<file path="src/rtl/pbff_pkg.sv">
// Shared types and constants for the first-fit palette builder.
package pbff_pkg;

  localparam int MAX_ENTRIES = 256;
  localparam int ADDR_W      = $clog2(MAX_ENTRIES);
  localparam int CNT_W       = ADDR_W + 1;
  localparam int CHAN_W      = 8;
  localparam int KEY_W       = 3 * CHAN_W;
  localparam int CFG_IDX_W   = 2;
  localparam int CFG_DATA_W  = 9;

  localparam logic [CFG_IDX_W-1:0] REG_NUM_ENTRIES = 2'd0;
  localparam logic [CFG_IDX_W-1:0] REG_USE_MASK    = 2'd1;
  localparam logic [CFG_IDX_W-1:0] REG_DEFAULT_STP = 2'd2;

  localparam logic [CHAN_W-1:0] BLACK_BLUE = 8'd1;

  typedef struct packed {
    logic [CHAN_W-1:0] red;
    logic [CHAN_W-1:0] green;
    logic [CHAN_W-1:0] blue;
    logic              mask_bit;
    logic              first_pixel;
  } in_t;

  typedef struct packed {
    logic [ADDR_W-1:0] color_index;
    logic              is_new;
    logic [CHAN_W-1:0] entry_red;
    logic [CHAN_W-1:0] entry_green;
    logic [CHAN_W-1:0] entry_blue;
    logic              entry_stp;
    logic              table_full;
  } out_t;

  // controller -> datapath
  typedef struct packed {
    logic capture;
    logic step;
    logic finish;
  } cmd_t;

  // datapath -> controller
  typedef struct packed {
    logic hit;
    logic scan_done;
  } stat_t;

endpackage

</file>
<file path="src/rtl/pbff_ctrl.sv">
// Controller for the palette builder: request handshakes and search sequencing.
module pbff_ctrl (
  input  logic            clk,
  input  logic            rst_n,
  input  logic            in_valid,
  output logic            in_stall,
  output logic            out_valid,
  input  logic            out_stall,
  input  pbff_pkg::stat_t stat,
  output pbff_pkg::cmd_t  cmd
);

  typedef enum logic {
    ST_IDLE,
    ST_SEARCH
  } state_t;

  state_t state_r, state_nxt;
  logic   in_stall_r, in_stall_nxt;
  logic   out_valid_r, out_valid_nxt;
  logic   out_free;
  logic   search_end;

  assign out_free   = !out_valid_r || !out_stall;
  assign search_end = stat.hit || stat.scan_done;

  always_comb begin
    cmd.capture = 1'b0;
    cmd.step    = 1'b0;
    cmd.finish  = 1'b0;
    state_nxt     = state_r;
    in_stall_nxt  = in_stall_r;
    out_valid_nxt = out_valid_r && out_stall;
    case (state_r)
      ST_IDLE: begin
        if (in_valid) begin
          cmd.capture  = 1'b1;
          in_stall_nxt = 1'b1;
          state_nxt    = ST_SEARCH;
        end
      end
      ST_SEARCH: begin
        if (!search_end) begin
          cmd.step = 1'b1;
        end else if (out_free) begin
          cmd.finish    = 1'b1;
          out_valid_nxt = 1'b1;
          in_stall_nxt  = 1'b0;
          state_nxt     = ST_IDLE;
        end
      end
      default: begin
        state_nxt    = ST_IDLE;
        in_stall_nxt = 1'b0;
      end
    endcase
  end

  always_ff @(posedge clk) begin
    if (!rst_n) begin
      state_r     <= ST_IDLE;
      in_stall_r  <= 1'b0;
      out_valid_r <= 1'b0;
    end else begin
      state_r     <= state_nxt;
      in_stall_r  <= in_stall_nxt;
      out_valid_r <= out_valid_nxt;
    end
  end

  assign in_stall  = in_stall_r;
  assign out_valid = out_valid_r;

  a_finish_sets_valid: assert property (@(posedge clk) disable iff (!rst_n)
    cmd.finish |=> out_valid_r)
    else $error("result not presented after finish");

  a_stall_while_busy: assert property (@(posedge clk) disable iff (!rst_n)
    cmd.capture |=> in_stall_r && state_r == ST_SEARCH)
    else $error("input not held off during search");

  a_no_step_at_end: assert property (@(posedge clk) disable iff (!rst_n)
    cmd.step |-> !stat.hit && !stat.scan_done)
    else $error("search advanced past its end");

endmodule

</file>
<file path="config.mk">
export PLATFORM = sky130hd
export DESIGN_NAME = pbff_ctrl
export DESIGN_NICKNAME = d
export VERILOG_FILES = /design/src/rtl/pbff_pkg.sv /design/src/rtl/pbff_ctrl.sv
export SDC_FILE = /design/constraint.sdc
export NUM_CORES = 1
export LEC_CHECK = 0
export BUFFER_PORTS_ARGS = -buffer_cell sky130_fd_sc_hd__buf_2
export CAP_MARGIN = 20
export CORE_AREA = 4 4 41 43
export CTS_BUF_LIST = sky130_fd_sc_hd__clkbuf_8 sky130_fd_sc_hd__clkbuf_16
export DETAILED_ROUTE_END_ITERATION = 6
export DIE_AREA = 0 0 45 47
export GPL_TIMING_DRIVEN = 1
export SLEW_MARGIN = 20
export SYNTH_ARGS = -nofsm -noshare
export SYNTH_HDL_FRONTEND = slang
export SYNTH_SLANG_ARGS = --single-unit
export TNS_END_PERCENT = 50
</file>
<file path="constraint.sdc">
create_clock -name clk -period 1.7 [get_ports clk]
set_clock_uncertainty 0.1 [all_clocks]
set_input_delay 0.085 -clock clk [delete_from_list [all_inputs] [get_ports clk]]
set_output_delay 0.085 -clock clk [all_outputs]
set_load 0.02 [all_outputs]
</file>
==> results of run 1 <==
flip-flops by register name, indices dropped and copies added, names as in the netlist:
name,count
state_r,1
out_valid,1
in_stall,1
where the power goes:
part	switching, mW	total (mW)	internal, mW	leakage, nW
registers	0.00471	0.0815	0.0768	0.0248
logic	0.0224	0.0400	0.0176	0.0665
clock network	0.0469	0.201	0.154	0.0269
worst max-delay path, delay by kind of cell (launching register included):
family | cells | cell delay, ps
DFF | 1 | 390
buffers and inverters | 1 | 190
and+or+nand+nor | 1 | 190
per-layer routing:
metal | up-vias | global-route usage | wire length [um] | share of wire
li1 | 74 | - | - | -
met1 | 56 | 0.0566 | 215 | 0.56
met2 | 11 | 0.0452 | 95 | 0.25
met3 | 0 | 0.0613 | 72 | 0.19
met4 | 0 | 0.0702 | 0 | 0
met5 | - | 0 | 0 | 0
cell usage after synthesis:
cell	number	area share
dfxtp_1	3	0.47
a21boi_0	1	0.058
and2_1	1	0.049
nand2_1	1	0.029
nor2_1	1	0.029
nor2b_2	1	0.068
nor3b_1	1	0.058
o21ai_2	1	0.068
o221a_1	1	0.087
o221a_2	1	0.087
per-stage QoR:
| stage | area (sq um) | utilization |
|---|---|---|
| floorplan | 129 | - |
| global placement | 198 | 0.152 |
| detailed placement | 198 | 0.152 |
| CTS | 243 | 0.187 |
| global route | 243 | 0.187 |
| finish | 243 | 0.187 |
worst paths after layout:
path	startpoint	slack (ps)	cells past startpoint	to
max	state_r	530	2	cmd[1]
min	out_stall	40	3	out_valid
max reg2reg	out_valid	740	2	in_stall
min reg2reg	out_valid	390	2	out_valid
final cells by class:
| cell class | instances | area, sq um | share of cell area |
|---|---|---|---|
| clock inverters | 1 | 3.75 | 0.0155 |
| repair buffers | 10 | 50.0 | 0.206 |
| multi-input cells | 9 | 68.8 | 0.284 |
| well taps | 15 | 18.8 | 0.0773 |
| clock buffers | 3 | 41.3 | 0.170 |
| flip-flops and latches | 3 | 60.1 | 0.247 |
kinds of logic (layout without fill, tap and decap cells):
family / Yosys count / after routing / synth area share
and+or+nand+nor: 5 / 5 / 0.233
AOI/OAI and AO/OA: 4 / 4 / 0.301
buffers and inverters: 0 / 14 / 0
DFF: 3 / 3 / 0.466
==> metrics.cfg, run 1 <==
[placement]
numPortBuffers = 10
place_inst = 37
place_congestion = 0.719
pre_cts_ws_ps = 747
dp.final_hpwl_um = 298

[synth]
syn-num-nets = 18
synth_area_per_cell_sq_um = 10.7
synth.distinct_cells = 10
synthCells = 12
ys_ff_latch = 3
yosys_warnings = 0
syn_area_sq_um = 129
synth-seq-area-share = 0.466

[worst_setup_path]
start_kind = flip-flop
worstSetupPathType = flip-flop to output port
max_stage_delay_ps = 390
path_cells = nor3b_1 > buf_2
critical_path.endpoint_type = output port
cp_data_required_time_ps = 1510
crit_arrival_ps = 980
path_max_fanout = 4
crit_slowest_cell = dfxtp_1

[floorplan]
pin_count = 11
core_area_sq_um = 1300
dieArea_sq_um = 2120
initial_core_util = 0.0990
rows = 13
fp.dieW_um = 45
die_height_um = 47

[clock_tree]
htree_levels = 1
cts_tree = built
clk_latency_ps = 210
cts_buffers = 3
postCtsSetupBuffers = 0
cts_resized = 0
cts.sinks = 3
cts.path.max_buffers = 2
hold_buffers = 0
clk_pin_slew_worst_paths_ps = 30
cts_root_buffer = clkbuf_8

[timing]
finalSetupTns_ps = 0
tightest_slew_ps = 173
period_share = 0.685
post-route-min-period_ps = 1170
whs_ps = 37.7
hold_violations = 0
max_freq_mhz = 858
setup_violations = 0
rsz0062_at_grt = false
slew_viol_final = 0
timing.slew.headroom = 0.885
finalWorstSetupSlack_ps = 535

[final_layout]
n_antenna_cell = 0
most-common-layout-cells = buf_2, clkbuf_8, dfxtp_1
drive_gt1_frac = 0.615
final_nets = 33
final_cells = 41
final_common_cell = buf_2
synthToLayoutAreaGrowth_pct = 88.3
fillers = 155

[global_route]
grt.total_usage = 0.0544
first_global_vias = 150
grt_pass1_wl_um = 662
gr-total-overflow = 0
antenna_found_initial = 0
grt_start_max_net_pins = 5

[drt]
drc = 0
initialDrtViolationCount = 2
wl_per_cell_um = 9.34
wl_um = 383
antenna_left = 0
vias = 141
first_pass_iters = 2
vias_per_cell = 3.44

[power_and_ir_drop]
power_mw = 0.322
powerDensity_nw_per_um2 = 1330
power_leakage_nw = 0.118
ir_drop_mv = 0.277

[worst_hold_path]
min_path_type = primary input to flip-flop

[flow_run]
cap_viol_max_count = 0

[status]
status = finished, final reports clean

(Power assumes the default switching activity.)
==> run 2, diff against run 1 <==
ABC_AREA = 1   (was not set)
clock period = 1.08 ns   (was 1.7 ns; I/O delays follow)
==> run 2 against run 1 <==
First-iteration DRC count is 50% lower. Flip-flop and latch count is the same. Register-to-register slack worse by 460 ps. Count of clock-buffer cells in the layout unchanged. Clock power up 58%. Hold slack worse by 21 ps. Routed wire length rose by 5.2%. Largest cell class is now buffers.
==> metrics.cfg, run 2 <==
[drt]
wl_per_cell_um = 7.75  ; -17%
antenna_left = 0  ; unchanged
initialDrtViolationCount = 1  ; -1
wl_um = 403  ; +5.2%
drc = 0  ; unchanged
first_pass_iters = 2  ; unchanged
vias = 171  ; +21%
vias_per_cell = 3.29  ; -4.4%

[synth]
synth.distinct_cells = 6  ; -4
synthCells = 22  ; +10
ys_ff_latch = 3  ; unchanged
synth-edff-count = 0  ; unchanged
synth_top_area_frac = 0.444  ; -0.0216
synth-main-ff-cell = dfxtp_1
synth-seq-area-share = 0.444  ; -0.0216
yosysMostFrequentCell = inv_1
async_flop_share = 0  ; unchanged
synth_common_cells = inv_1, nand2_1, nor2_1, dfxtp_1, a21oi_1
syn-num-nets = 28  ; +10
syn_area_sq_um = 135  ; +4.9%
synth_top_area_cell = dfxtp_1
yosys-top-cells-area = dfxtp_1, inv_1, nand2_1
synth_area_per_cell_sq_um = 6.14  ; -43%
yosys_warnings = 0  ; unchanged

[timing]
period_share = 0.947
setup_violations = 0  ; unchanged
max_freq_mhz = 978
slew_viol_final = 0  ; unchanged
timing.slew.headroom = 0.927  ; +0.0428
post-route-min-period_ps = 1020
whs_ps = 16.9  ; -20.8 ps
finalSetupTns_ps = 0  ; unchanged
tightest_slew_ps = 109  ; -64.4 ps
hold_violations = 0  ; unchanged

[final_layout]
synthToLayoutAreaGrowth_pct = 108
final_nets = 44  ; +33%
drive_gt1_frac = 0.486  ; -0.129
most-common-layout-cells = inv_1, buf_2, nand2_1, nor2_1, clkbuf_8
n_antenna_cell = 0  ; unchanged

[clock_tree]
cts_buffers = 3  ; unchanged
htree_levels = 1  ; unchanged
cts.path.max_buffers = 2  ; unchanged
cts_root_buffer = clkbuf_8
clk_pin_slew_worst_paths_ps = 30  ; about the same
cts.sinks = 3  ; unchanged
postCtsSetupBuffers = 0  ; unchanged
clk_latency_ps = 220  ; about the same
cts_tree = built

[worst_hold_path]
min_path_type = primary input to flip-flop

[floorplan]
dieArea_sq_um = 2120  ; unchanged
fp.dieW_um = 45  ; unchanged
pin_count = 11  ; unchanged
core_area_sq_um = 1300  ; unchanged
die_height_um = 47  ; unchanged
initial_core_util = 0.104  ; +0.00481
rows = 13  ; unchanged

[global_route]
gr-total-overflow = 0  ; unchanged
grt_start_max_net_pins = 5  ; unchanged
antenna_found_initial = 0  ; unchanged
first_global_vias = 155  ; +3.3%
grt.total_usage = 0.0465  ; -0.00789
grt_pass1_wl_um = 552  ; -17%

[worst_setup_path]
worstSetupPathType = flip-flop to output port
path_cells = nand2_2 > nand3_2 > inv_2 > buf_6
crit_buf_inv = 2  ; +1
cp_data_required_time_ps = 930  ; -580 ps
crit_slowest_cell = dfxtp_1
critical_path.endpoint_type = output port
start_kind = flip-flop
crit_arrival_ps = 870  ; -110 ps
max_stage_delay_ps = 300  ; -90 ps
crit_family = flip-flops
path_max_fanout = 3  ; -1

[power_and_ir_drop]
ir_drop_mv = 0.377  ; +36%
power_leakage_nw = 0.165  ; +40%
powerDensity_nw_per_um2 = 1860  ; +40%

[status]
status = finished, final reports clean

[placement]
numPortBuffers = 10  ; unchanged
place_congestion = 0.726  ; +1.0%
dp.final_hpwl_um = 292  ; -2.1%

[flow_run]
cap_viol_max_count = 0  ; unchanged

## run 2: cell types whose count changed in the layout (fill, tap and decap cells not counted), moves of 2 or more
| cell | delta |
|---|---|
| nor2_1 | +2 |
| nand2_1 | +3 |
| buf_4 | +2 |
| inv_1 | +6 |
| a21oi_1 | +2 |
| buf_2 | -3 |
## run 2: path summary, 6_finish.rpt
check	from	end	slack (ps)	cells after the start
min reg2reg	in_stall	in_stall	390	2
max reg2reg	out_valid	state_r	280	4
max	out_valid	cmd[0]	60	4
min	out_stall	out_valid	20	3
## run 2: metrics by stage
step                cell area, sq um  total power [mW]  cells  setup WS [ps]  utilization
floorplan                        135             0.167     22            112            -
global placement                 204             0.192     47            230        0.157
detailed placement               204             0.193     47            221        0.157
CTS                              262             0.525     52           1.49        0.201
global route                     282             0.559     52          -1.46        0.216
finish                           282             0.524     52           57.1        0.216
## run 2: cells by family after synthesis
family	count (synthesis)	synth area share
AOI/OAI and AO/OA	2	0.0741
buffers and inverters	7	0.194
DFF	3	0.444
and+or+nand+nor	10	0.287
## run 2: layout make-up
cell class,count,area [sq um]
sequential,3,61.3
tap,15,18.8
fill,154,1020
inverter,7,26.3
clock buffer,3,41.3
multi-input combinational,12,58.8
clock inverter,1,3.75
timing repair buffer,11,71.3
## run 2: tightest hold or removal path, cell delays in order
cell and delay, ps:
buf_2 100, nand2_2 70, a21oi_1 60
## run 2: repair_timing
item                                    in CTS  in global routing
endpoints found under the hold margin        2                  0
resized for setup                            1                  8
pin swaps                                    0                  1
endpoints found under the setup margin       1                  3
hold buffers                                 1                  0
## run 2: power breakdown
group / switching [mW] / internal, mW / leakage [nW]
logic: 0.0432 / 0.0347 / 0.113
registers: 0.00675 / 0.122 / 0.0251
clock network: 0.0759 / 0.242 / 0.0269
total: 0.126 / 0.398 / 0.165
## run 2: per-layer routing
layer  track usage  vias up  wire length [um]
li1              -       92                 -
met1        0.0317       67               149
met2        0.0593       10               174
met3        0.0460        2                61
met4        0.0702        0                17
met5             0        -                 0
